### src/rtl/pttd_pkg.sv
// Package with the shared types and constants of the PWM tick telemetry decoder.
`default_nettype none

package pttd_pkg;

    localparam int DATA_W          = 16;
    localparam int SLOT_W          = 5;
    localparam int KIND_W          = 3;
    localparam int FRAME_COUNT_DEF = 12;
    localparam int PULSE_SHIFT     = 4;
    localparam int IN_TDATA_W      = 32;
    localparam int OUT_TDATA_W     = 40;
    localparam int APB_ADDR_W      = 3;
    localparam int APB_DATA_W      = 32;

    localparam logic [DATA_W-1:0] OE_TIME_RESET = 16'hFFFF;

    // Register index bit of paddr for the output enable time register.
    localparam logic REG_OUTPUT_ENABLE = 1'b0;

    typedef enum logic [KIND_W-1:0] {
        KIND_SYNC     = 3'd0,
        KIND_STORED   = 3'd1,
        KIND_SPURIOUS = 3'd2,
        KIND_UNSYNCED = 3'd3,
        KIND_RECORD   = 3'd4
    } kind_t;

    typedef struct packed {
        logic capture;
        logic eval;
        logic load_pend;
        logic load_rec;
    } dp_cmd_t;

    typedef struct packed {
        logic pulse_end;
        logic complete;
        logic out_free;
        logic rec_last;
    } dp_stat_t;

endpackage

`default_nettype wire

### src/rtl/pttd_ctrl.sv
// Controller state machine that sequences request capture, evaluation and result output.
`default_nettype none

module pttd_ctrl
    import pttd_pkg::*;
(
    input  wire logic     clk,
    input  wire logic     rst_n,
    input  wire logic     in_valid,
    output logic          in_ready,
    input  wire dp_stat_t stat,
    output dp_cmd_t       cmd
);

    typedef enum logic [1:0] {
        ST_IDLE,
        ST_EVAL,
        ST_EMIT,
        ST_REC
    } state_t;

    state_t state_reg;
    state_t state_next;

    always_comb
    begin
        state_next = state_reg;
        cmd        = '0;
        in_ready   = 1'b0;
        unique case (state_reg)
            ST_IDLE:
            begin
                in_ready    = 1'b1;
                cmd.capture = in_valid;
                if (in_valid)
                begin
                    state_next = ST_EVAL;
                end
            end
            ST_EVAL:
            begin
                cmd.eval = 1'b1;
                priority if (stat.pulse_end)
                begin
                    state_next = ST_IDLE;
                end
                else if (stat.complete)
                begin
                    state_next = ST_REC;
                end
                else
                begin
                    state_next = ST_EMIT;
                end
            end
            ST_EMIT:
            begin
                if (stat.out_free)
                begin
                    cmd.load_pend = 1'b1;
                    state_next    = ST_IDLE;
                end
            end
            ST_REC:
            begin
                if (stat.out_free)
                begin
                    cmd.load_rec = 1'b1;
                    if (stat.rec_last)
                    begin
                        state_next = ST_IDLE;
                    end
                end
            end
            default:
            begin
                state_next = ST_IDLE;
            end
        endcase
    end

    always_ff @(posedge clk or negedge rst_n)
    begin
        if (!rst_n)
        begin
            state_reg <= ST_IDLE;
        end
        else
        begin
            state_reg <= state_next;
        end
    end

endmodule

`default_nettype wire

### src/rtl/pttd_dp.sv
// Datapath with the decoder state, the record store and the output register.
`default_nettype none

module pttd_dp
    import pttd_pkg::*;
#(
    parameter int FRAME_COUNT = FRAME_COUNT_DEF
)
(
    input  wire logic              clk,
    input  wire logic              rst_n,
    input  wire logic [DATA_W-1:0] timing_compare,
    input  wire logic [DATA_W-1:0] channel_value,
    input  wire logic [DATA_W-1:0] output_enable_time,
    input  wire dp_cmd_t           cmd,
    output dp_stat_t               stat,
    input  wire logic              out_ready,
    output logic                   out_valid,
    output logic [KIND_W-1:0]      out_kind,
    output logic [SLOT_W-1:0]      out_slot,
    output logic [DATA_W-1:0]      out_value,
    output logic [DATA_W-1:0]      out_generation,
    output logic                   out_last
);

    localparam int DEPTH = FRAME_COUNT - 1;
    localparam int IDX_W = (DEPTH > 1) ? $clog2(DEPTH) : 1;

    logic [DATA_W-1:0] tc_reg;
    logic [DATA_W-1:0] cv_reg;
    logic [DATA_W-1:0] pulse_end_reg;
    logic [DATA_W-1:0] pulse_end_next;
    logic [SLOT_W-1:0] frame_slot_reg;
    logic [SLOT_W-1:0] frame_slot_next;
    logic [DATA_W-1:0] record_count_reg;
    logic [DATA_W-1:0] record_count_next;
    logic [IDX_W-1:0]  rec_idx_reg;
    logic [IDX_W-1:0]  rec_idx_next;
    kind_t             pend_kind_reg;
    kind_t             pend_kind_next;
    logic [SLOT_W-1:0] pend_slot_reg;
    logic [SLOT_W-1:0] pend_slot_next;
    logic [DATA_W-1:0] pend_value_reg;
    logic [DATA_W-1:0] pend_value_next;
    logic [DATA_W-1:0] record_store [DEPTH];

    logic              out_valid_reg;
    logic [KIND_W-1:0] out_kind_reg;
    logic [SLOT_W-1:0] out_slot_reg;
    logic [DATA_W-1:0] out_value_reg;
    logic [DATA_W-1:0] out_gen_reg;
    logic              out_last_reg;

    logic [DATA_W-1:0] offset;
    logic              is_pulse_end;
    logic              is_sync;
    logic              is_spurious;
    logic              is_complete;
    logic              store_write;
    logic [IDX_W-1:0]  store_addr;

    assign offset       = cv_reg - pulse_end_reg;
    assign is_pulse_end = tc_reg < output_enable_time;
    assign is_sync      = cv_reg <= pulse_end_reg;
    assign is_spurious  = offset <= (pulse_end_reg >> PULSE_SHIFT);
    assign is_complete  = !is_pulse_end && !is_sync && (frame_slot_reg != '0)
                          && !is_spurious
                          && (frame_slot_reg == SLOT_W'(FRAME_COUNT - 1));
    assign store_addr   = IDX_W'(frame_slot_reg - SLOT_W'(1));
    assign store_write  = cmd.eval && !is_pulse_end && !is_sync && (frame_slot_reg != '0);

    always_comb
    begin
        stat.pulse_end = is_pulse_end;
        stat.complete  = is_complete;
        stat.out_free  = !out_valid_reg || out_ready;
        stat.rec_last  = rec_idx_reg == IDX_W'(DEPTH - 1);
    end

    always_comb
    begin
        pulse_end_next    = pulse_end_reg;
        frame_slot_next   = frame_slot_reg;
        record_count_next = record_count_reg;
        pend_kind_next    = pend_kind_reg;
        pend_slot_next    = pend_slot_reg;
        pend_value_next   = pend_value_reg;
        rec_idx_next      = rec_idx_reg;
        if (cmd.eval)
        begin
            rec_idx_next = '0;
            priority if (is_pulse_end)
            begin
                pulse_end_next = cv_reg;
            end
            else if (is_sync)
            begin
                frame_slot_next = SLOT_W'(1);
                pend_kind_next  = KIND_SYNC;
                pend_slot_next  = SLOT_W'(1);
                pend_value_next = '0;
            end
            else if (frame_slot_reg == '0)
            begin
                pend_kind_next  = KIND_UNSYNCED;
                pend_slot_next  = '0;
                pend_value_next = offset;
            end
            else if (is_spurious)
            begin
                frame_slot_next = '0;
                pend_kind_next  = KIND_SPURIOUS;
                pend_slot_next  = frame_slot_reg;
                pend_value_next = offset;
            end
            else if (is_complete)
            begin
                frame_slot_next   = '0;
                record_count_next = record_count_reg + DATA_W'(1);
            end
            else
            begin
                frame_slot_next = frame_slot_reg + SLOT_W'(1);
                pend_kind_next  = KIND_STORED;
                pend_slot_next  = frame_slot_reg;
                pend_value_next = offset;
            end
        end
        else if (cmd.load_rec)
        begin
            rec_idx_next = rec_idx_reg + IDX_W'(1);
        end
    end

    always_ff @(posedge clk or negedge rst_n)
    begin
        if (!rst_n)
        begin
            pulse_end_reg    <= '0;
            frame_slot_reg   <= '0;
            record_count_reg <= '0;
            rec_idx_reg      <= '0;
            out_valid_reg    <= 1'b0;
        end
        else
        begin
            pulse_end_reg    <= pulse_end_next;
            frame_slot_reg   <= frame_slot_next;
            record_count_reg <= record_count_next;
            rec_idx_reg      <= rec_idx_next;
            if (cmd.load_pend || cmd.load_rec)
            begin
                out_valid_reg <= 1'b1;
            end
            else if (out_ready)
            begin
                out_valid_reg <= 1'b0;
            end
        end
    end

    always_ff @(posedge clk)
    begin
        pend_kind_reg  <= pend_kind_next;
        pend_slot_reg  <= pend_slot_next;
        pend_value_reg <= pend_value_next;
        if (cmd.capture)
        begin
            tc_reg <= timing_compare;
            cv_reg <= channel_value;
        end
        if (store_write)
        begin
            record_store[store_addr] <= offset;
        end
        if (cmd.load_pend)
        begin
            out_kind_reg  <= pend_kind_reg;
            out_slot_reg  <= pend_slot_reg;
            out_value_reg <= pend_value_reg;
            out_gen_reg   <= record_count_reg;
            out_last_reg  <= 1'b0;
        end
        else if (cmd.load_rec)
        begin
            out_kind_reg  <= KIND_RECORD;
            out_slot_reg  <= SLOT_W'(rec_idx_reg) + SLOT_W'(1);
            out_value_reg <= record_store[rec_idx_reg];
            out_gen_reg   <= record_count_reg;
            out_last_reg  <= stat.rec_last;
        end
    end

    assign out_valid      = out_valid_reg;
    assign out_kind       = out_kind_reg;
    assign out_slot       = out_slot_reg;
    assign out_value      = out_value_reg;
    assign out_generation = out_gen_reg;
    assign out_last       = out_last_reg;

endmodule

`default_nettype wire

### src/rtl/pwm_tick_telemetry_decoder.sv
// Top level of the PWM tick telemetry decoder with the stream ports and the APB register.
// A request is taken in one cycle and evaluated in the next; a single result is then loaded
// into the output register in the EMIT state once the output register is free.
// A pulse-end request passes through IDLE and EVAL only, a single-result request also through
// EMIT, and a completed record through REC, one record word per cycle from the store;
// a stalled output holds the controller until the output register frees up.
// Reset clears the control state, the pulse-end value, slot and generation; the
// record store is not cleared and is always written before it is read.
`default_nettype none

module pwm_tick_telemetry_decoder
    import pttd_pkg::*;
#(
    parameter int FRAME_COUNT = FRAME_COUNT_DEF
)
(
    input  wire logic                   clk,
    input  wire logic                   rst_n,
    // timing_compare[15:0], channel_value[31:16]
    input  wire logic [IN_TDATA_W-1:0]  s_tdata,
    input  wire logic                   s_tvalid,
    output logic                        s_tready,
    // slot[4:0], value[20:5], generation[36:21], zero padding[39:37]
    output logic [OUT_TDATA_W-1:0]      m_tdata,
    // kind[2:0]
    output logic [KIND_W-1:0]           m_tuser,
    output logic                        m_tlast,
    output logic                        m_tvalid,
    input  wire logic                   m_tready,
    input  wire logic                   psel,
    input  wire logic                   penable,
    input  wire logic                   pwrite,
    input  wire logic [APB_ADDR_W-1:0]  paddr,
    input  wire logic [APB_DATA_W-1:0]  pwdata,
    output logic [APB_DATA_W-1:0]       prdata,
    output logic                        pready
);

    dp_cmd_t           cmd;
    dp_stat_t          stat;
    logic [DATA_W-1:0] oe_time_reg;
    logic [SLOT_W-1:0] out_slot;
    logic [DATA_W-1:0] out_value;
    logic [DATA_W-1:0] out_generation;

    assign pready = 1'b1;

    always_ff @(posedge clk or negedge rst_n)
    begin
        if (!rst_n)
        begin
            oe_time_reg <= OE_TIME_RESET;
        end
        else if (psel && penable && pwrite && pready && (paddr[2] == REG_OUTPUT_ENABLE))
        begin
            oe_time_reg <= pwdata[DATA_W-1:0];
        end
    end

    always_comb
    begin
        prdata = '0;
        if (paddr[2] == REG_OUTPUT_ENABLE)
        begin
            prdata = APB_DATA_W'(oe_time_reg);
        end
    end

    pttd_ctrl u_ctrl (
        .clk      (clk),
        .rst_n    (rst_n),
        .in_valid (s_tvalid),
        .in_ready (s_tready),
        .stat     (stat),
        .cmd      (cmd)
    );

    pttd_dp #(
        .FRAME_COUNT (FRAME_COUNT)
    ) u_dp (
        .clk                (clk),
        .rst_n              (rst_n),
        .timing_compare     (s_tdata[DATA_W-1:0]),
        .channel_value      (s_tdata[2*DATA_W-1:DATA_W]),
        .output_enable_time (oe_time_reg),
        .cmd                (cmd),
        .stat               (stat),
        .out_ready          (m_tready),
        .out_valid          (m_tvalid),
        .out_kind           (m_tuser),
        .out_slot           (out_slot),
        .out_value          (out_value),
        .out_generation     (out_generation),
        .out_last           (m_tlast)
    );

    assign m_tdata = {3'b000, out_generation, out_value, out_slot};

    property p_last_is_record;
        @(posedge clk) disable iff (!rst_n)
        (m_tvalid && m_tlast) |-> (m_tuser == KIND_RECORD);
    endproperty
    a_last_is_record: assert property (p_last_is_record)
        else $error("last flag on a result that is not a record word");

    property p_sync_fields;
        @(posedge clk) disable iff (!rst_n)
        (m_tvalid && (m_tuser == KIND_SYNC)) |->
            ((m_tdata[4:0] == 5'd1) && (m_tdata[20:5] == 16'd0));
    endproperty
    a_sync_fields: assert property (p_sync_fields)
        else $error("sync result with wrong slot or value");

    property p_record_slot;
        @(posedge clk) disable iff (!rst_n)
        (m_tvalid && (m_tuser == KIND_RECORD)) |->
            ((m_tdata[4:0] != 5'd0) && (m_tdata[4:0] < 5'(FRAME_COUNT)));
    endproperty
    a_record_slot: assert property (p_record_slot)
        else $error("record word slot out of range");

    property p_one_request_at_a_time;
        @(posedge clk) disable iff (!rst_n)
        (s_tvalid && s_tready) |=> !s_tready;
    endproperty
    a_one_request_at_a_time: assert property (p_one_request_at_a_time)
        else $error("new request taken while one is in work");

endmodule

`default_nettype wire

### config.mk
export PLATFORM = sky130hd
export DESIGN_NAME = pwm_tick_telemetry_decoder
export DESIGN_NICKNAME = d
export VERILOG_FILES = /design/src/rtl/pttd_pkg.sv /design/src/rtl/pttd_ctrl.sv /design/src/rtl/pttd_dp.sv /design/src/rtl/pwm_tick_telemetry_decoder.sv
export SDC_FILE = /design/constraint.sdc
export NUM_CORES = 1
export LEC_CHECK = 0
export BUFFER_PORTS_ARGS = -buffer_cell sky130_fd_sc_hd__buf_2
export CAP_MARGIN = 20
export CORE_UTILIZATION = 45
export CTS_CLUSTER_DIAMETER = 50
export DETAILED_ROUTE_END_ITERATION = 10
export HOLD_SLACK_MARGIN = 0.03
export PLACE_DENSITY = 0.75
export REMOVE_ABC_BUFFERS = 1
export SLEW_MARGIN = 20
export SYNTH_ARGS = -nofsm -noshare
export SYNTH_HDL_FRONTEND = slang
export SYNTH_SLANG_ARGS = --single-unit
### constraint.sdc
create_clock -name clk -period 15 [get_ports clk]
set_input_delay 3 -clock clk [delete_from_list [all_inputs] [get_ports clk]]
set_output_delay 3 -clock clk [all_outputs]
set_load 0.05 [all_outputs]
==> metrics.cfg, run 1 <==
[timing]
setup_tns_ps=0
setup_viol=0
slew_viol_final=0
finalCriticalPeriod_ps=6570
slew_headroom=0.214
worst_slack_ps=8430
finalHoldViolations=0
max_freq_mhz=152
fin_crit_sh=0.438
tightest_slew_ps=1180
fin_skew_ps=19.3
grt_setup_unrepaired=false

[route]
drcViolationCount=0
dr.first_iter.drc_count=840
first_pass_iters=5
drt-vias-per-instance=5.40
wire_per_inst_um=18.7
vias=8783
ant_nets=0
wirelength_um=30400

[yosys]
synthesis.area_per_instance_um2=14.1
syn_area_mm2=0.0147
synth_ff_type=edfxtp_1
synthDistinctLibCells=71
ys_seq_area_frac=0.658
ys_seq_elements=332
synthTopCellsByArea=edfxtp_1 55%, dfrtp_1 7.5%, mux4_2 4.9%, ha_1 4.3%, dfstp_2 2.9%
async_reset_ff_frac=0.181
synth_edf_count=271
synth_top_area_frac=0.553
yosys_warnings=0
syn_inst=1042
synth_largest_area_cell=edfxtp_1

[min_path]
hold_path.class=register to register

[finish]
top_register=u_dp.record_store
drive_gt1_frac=0.243
fillCellCount=2617
final_common_cell=edfxtp_1
diodes=0
mostFrequentLayoutCells=271 x edfxtp_1, 114 x buf_2, 97 x nand2_1, 60 x a21oi_1, 57 x o21ai_0
fin_cells=1625
final_nets=1288
largest_reg_flops=176
final_cell_area_mm2=0.0168
area_delta_synth_final_pct=14.3

[place]
dpl.hpwl_um=19100
place_area_mm2=0.0157
dpl.cell_count=1558
dpl_worst_slack_ps=8430
place_congestion=0.865
port_buffers=114

[power_and_ir_drop]
comb_power_share=0.377
fin_total_pwr_mw=3.66
vdd_ir_drop_max_mv=0.111
cellLeakagePower_nw=6.26
internal-power_mw=2.30
seq_power_share=0.393
power_density_mw_per_mm2=218
swShare=0.370
power_frac_clock=0.230
power_switching_mw=1.36

[setup_path]
cp.required_ps=12000
cp_max_fo=17
critPathArrivalTime_ps=3570
end_kind=output pin
start_kind=input pin
crit_type=input pin to output pin

[grt]
grt_max_degree=69
antenna_found_initial=0
grt_pass1_vias=8809
grt_usage=0.183
grt_pass1_wl_um=46900
overflow=0

[clock_network]
cts_setup_buffers=0
cts_made_buffers=36
clk_latency_ps=520
htree_levels=2
clock_sinks=332
hold_buffers=0
clockBufferDepth=3
clkSlewWorstSetupHoldPaths_ps=60
root_buffer=clkbuf_16
ctsResizeCount=0
cts_tree=built

[die]
die_area_mm2=0.0334
initial_utilization=0.461
die_height_um=183
fp-row-count=65
ioPinCount=153
die_x_um=183
core_area_mm2=0.0319

[run_status]
status=completed

[flow_run]
drv_cap=0

[path summary, 6_finish.rpt]
path | startpoint | to | slack (ps) | cells after the start
max reg2reg | u_dp.pulse_end_reg[0] | u_dp.pend_value_reg[13] | 9660 | 16
max in group asynchronous | rst_n | u_dp.rec_idx_reg[1] | 11780 | 2
min in group asynchronous | rst_n | u_dp.record_count_reg[9] | 2650 | 2
max | paddr[2] | prdata[0] | 8430 | 3
min | u_dp.record_count_reg[15] | u_dp.record_count_reg[15] | 480 | 1
min reg2reg | u_dp.record_count_reg[15] | u_dp.record_count_reg[15] | 480 | 1
[Yosys cell counts (2+ instances only)]
master,n
a2111oi_0,2
a211oi_1,4
a211oi_2,2
a21o_1,8
a21oi_1,60
a31oi_1,3
a41oi_1,2
and2_1,14
and3_1,21
buf_2,11
buf_4,21
clkbuf_1,31
conb_1,2
dfrtp_1,44
dfstp_2,16
edfxtp_1,271
ha_1,51
inv_1,54
mux2_2,30
mux2i_1,18
mux4_2,32
nand2_1,97
nand2b_1,4
nand3_1,13
nand3_2,8
nand4_1,15
nor2_1,54
nor2b_1,5
nor3_1,8
nor3b_1,2
nor4_1,3
o211ai_1,4
o21a_1,2
o21ai_0,57
o21ai_1,7
o21bai_1,2
o221ai_1,2
o311ai_1,2
o31ai_1,2
xnor2_1,24
xor2_1,4
[metrics by stage]
step | utilization | hold WS [ps]
2_1_floorplan | - | 440
3_3_place_gp | 0.491 | 463
3_5_place_dp | 0.491 | 472
4_1_cts | 0.527 | 487
5_1_grt | 0.527 | 504
6_report | 0.527 | 480
[per-layer routing]
layer  GRT usage  routed length [µm]
met5           0                   0
met4      0.0707                 896
met3      0.0278                1850
met2       0.313               15400
met1       0.235               12200
[area by class of cell]
| class | count | area (µm²) | area share |
|---|---|---|---|
| Clock buffer | 42 | 955 | 0.0568 |
| Timing Repair Buffer | 128 | 676 | 0.0402 |
| Multi-Input combinational cell | 609 | 4570 | 0.272 |
| Tap cell | 435 | 544 | 0.0324 |
| Inverter | 55 | 206 | 0.0123 |
| Clock inverter | 24 | 180 | 0.0107 |
| Sequential cell | 332 | 9680 | 0.576 |
[power by group through the flow]
stage,Combinational (mW),Clock (mW),Sequential [mW]
final,1.38,0.841,1.44
after detailed placement,1.36,0,1.46
after CTS,1.37,0.857,1.44
after global placement,1.31,0,1.45
after global routing,1.51,0.892,1.45
after floorplan,0.879,0,1.55
[critical path, cell delays in order]
cell	delay [ps]
buf_2	190
nor2b_1	120
buf_2	260
[cells by family after synthesis]
kind of cell | Yosys count | share of synthesized area
flip-flops | 332 | 0.658
AND/OR/NAND/NOR | 253 | 0.0843
AO/OA/AOI/OAI | 174 | 0.0725
buffers and inverters | 119 | 0.0372
multiplexers | 81 | 0.0850
adder cells (fa/ha/maj) | 52 | 0.0447
XOR/XNOR | 29 | 0.0178
other | 2 | 0.000511
Note: power is estimated with default switching activity, not from simulation.
==> run 2: changes to the inputs <==
Settings changed: PLACE_DENSITY 0.75 to 0.77.
Clock period 15 ns to 5.35 ns, I/O delays scaled along.
==> metrics.cfg, run 2 (synthesis gave the netlist of run 1 again) <==
[power_and_ir_drop]
fin_total_pwr_mw=10.4  ; was 3.66 mW
vdd_ir_drop_max_mv=0.371  ; was 0.111 mV
comb_power_share=0.382  ; was 0.377
internal-power_mw=6.55  ; was 2.30 mW
swShare=0.370  ; about the same
seq_power_share=0.387  ; was 0.393
cellLeakagePower_nw=6.35  ; was 6.26 nW
power_switching_mw=3.86  ; was 1.36 mW
power_density_mw_per_mm2=614  ; was 218 mW/mm²
power_frac_clock=0.230  ; about the same

[clock_network]
clockBufferDepth=3  ; unchanged
clkSlewWorstSetupHoldPaths_ps=60  ; about the same
clk_latency_ps=520  ; about the same
cts_tree=built  ; unchanged
cts_made_buffers=37  ; was 36
htree_levels=2  ; unchanged
clock_sinks=332  ; unchanged
hold_buffers=0  ; unchanged
root_buffer=clkbuf_16  ; unchanged

[timing]
fin_skew_ps=18.8  ; was 19.3 ps
tightest_slew_ps=1030  ; was 1180 ps
finalHoldViolations=0  ; unchanged
setup_viol=0  ; unchanged
max_freq_mhz=206
grt_setup_unrepaired=false  ; unchanged
slew_headroom=0.310  ; was 0.214
slew_viol_final=0  ; unchanged
fin_crit_sh=0.907
setup_tns_ps=0  ; unchanged
finalCriticalPeriod_ps=4850

[grt]
grt_max_degree=61  ; was 69
grt_pass1_vias=8765  ; was 8809
antenna_found_initial=0  ; unchanged
overflow=0  ; unchanged
grt_pass1_wl_um=47500  ; was 46900 µm
grt_usage=0.186  ; was 0.183

[die]
core_area_mm2=0.0319  ; unchanged
die_height_um=183  ; unchanged
die_x_um=183  ; unchanged
die_area_mm2=0.0334  ; unchanged
fp-row-count=65  ; unchanged
ioPinCount=153  ; unchanged
initial_utilization=0.461  ; unchanged

[setup_path]
end_kind=register  ; was output pin
critPathArrivalTime_ps=5020  ; was 3570 ps
cp_slowest_cell=a2111oi_0  ; was buf_2
crit_chain=inv_1 -> ha_1 -> nor2b_1 -> o31a_1 -> o21ai_2 -> o21bai_1 -> xor2_4 -> ha_1 -> a21oi_1 -> o21ai_0 -> a2111oi_0 -> a21oi_1 -> a211oi_2 -> a311oi_4 -> nor2_2 -> buf_4  ; was buf_2 -> nor2b_1 -> buf_2
start_kind=register  ; was input pin
cpPeakStageDelay_ps=410  ; was 260 ps
crit_type=register to register  ; was input pin to output pin
cp.required_ps=5520  ; was 12000 ps
cp_max_fo=23  ; was 17

[finish]
diodes=0  ; unchanged
drive_gt1_frac=0.252  ; was 0.243
area_delta_synth_final_pct=15.3  ; was 14.3%
fin_util=0.532  ; was 0.527
largest_reg_flops=176  ; unchanged
fin_cells=1636  ; was 1625
final_nets=1301  ; was 1288
mostFrequentLayoutCells=271 x edfxtp_1, 114 x buf_2, 97 x nand2_1, 60 x a21oi_1, 57 x o21ai_0  ; unchanged
top_register=u_dp.record_store  ; unchanged
final_common_cell=edfxtp_1  ; unchanged

[route]
first_pass_iters=5  ; unchanged
wire_per_inst_um=18.9  ; was 18.7 µm
ant_nets=0  ; unchanged
drt-vias-per-instance=5.40  ; about the same
wirelength_um=30900  ; was 30400 µm
drcViolationCount=0  ; unchanged
vias=8836  ; was 8783
dr.first_iter.drc_count=730  ; was 840

[run_status]
status=completed  ; unchanged

[min_path]
hold_path.class=register to register  ; unchanged

[place]
port_buffers=114  ; unchanged
dpl.cell_count=1569  ; was 1558
dpl.hpwl_um=19300  ; was 19100 µm
place_congestion=0.866  ; was 0.865

[flow_run]
drv_cap=0  ; unchanged

-- run 2: cell types whose count changed in the layout (fill, tap and decap cells not counted), sizes merged --
cell | previous run | this run
buf | 127 | 139
bufinv | 2 | 1
clkbuf | 43 | 50
clkinv | 16 | 10
clkinvlp | 3 | 2
-- run 2: metal layers --
| metal | vias up | global-route usage | part of all wire | wire [µm] |
|---|---|---|---|---|
| met4 | 0 | 0.0740 | 0.031 | 947 |
| li1 | 4091 | - | - | - |
| met1 | 4368 | 0.242 | 0.40 | 12400 |
| met3 | 62 | 0.0346 | 0.068 | 2110 |
| met2 | 315 | 0.309 | 0.50 | 15400 |
| met5 | - | 0 | 0 | 0 |
-- run 2: critical path: cells and delay by family (launching register included) --
family / cells / cell delay, ps
AND/OR/NAND/NOR: 2 / 320
adder cells (fa/ha/maj): 2 / 630
flip-flops: 1 / 390
buffers and inverters: 2 / 420
XOR/XNOR: 1 / 350
AO/OA/AOI/OAI: 9 / 2390
-- run 2: timing repair --
item | in CTS | in global routing
resized for setup | 0 | 4
setup endpoints to repair | 0 | 26
buffers inserted | 0 | 1
-- run 2: power groups by stage --
stage                     logic [mW]  clock network [mW]  registers [mW]
final                           3.98                2.40            4.03
after global routing            4.37                2.53            4.07
after CTS                       3.88                2.44            4.04
after detailed placement        3.84                   0            4.09
after global placement          3.71                   0            4.07
after floorplan                 2.46                   0            4.34
-- run 2: final timing paths --
check                      slack, ps  cells after the start                      start                         to
max                              500                     16      u_dp.pulse_end_reg[1]    u_dp.pend_value_reg[13]
min                              470                      1  u_dp.record_count_reg[15]  u_dp.record_count_reg[15]
max reg2reg                      500                     16      u_dp.pulse_end_reg[1]    u_dp.pend_value_reg[13]
min reg2reg                      470                      1  u_dp.record_count_reg[15]  u_dp.record_count_reg[15]
max in group asynchronous       4040                      2                      rst_n        u_dp.rec_idx_reg[1]
min in group asynchronous        720                      2                      rst_n   u_dp.record_count_reg[8]
-- run 2: cell type report --
class	instances	area [µm²]
Fill cell	2567	14900
Sequential cell	332	9680
Multi-Input combinational cell	609	4600
Clock buffer	49	1020
Timing Repair Buffer	140	766
Tap cell	435	544
Inverter	55	206
Clock inverter	16	131
-- run 2: through the flow --
stage	setup WS [ps]	area, µm²	hold WS (ps)
after global routing	48.5	17000	499
after global placement	361	15700	461
after detailed placement	187	15700	465
final	499	17000	470
after floorplan	216	14400	440
after CTS	136	16900	472
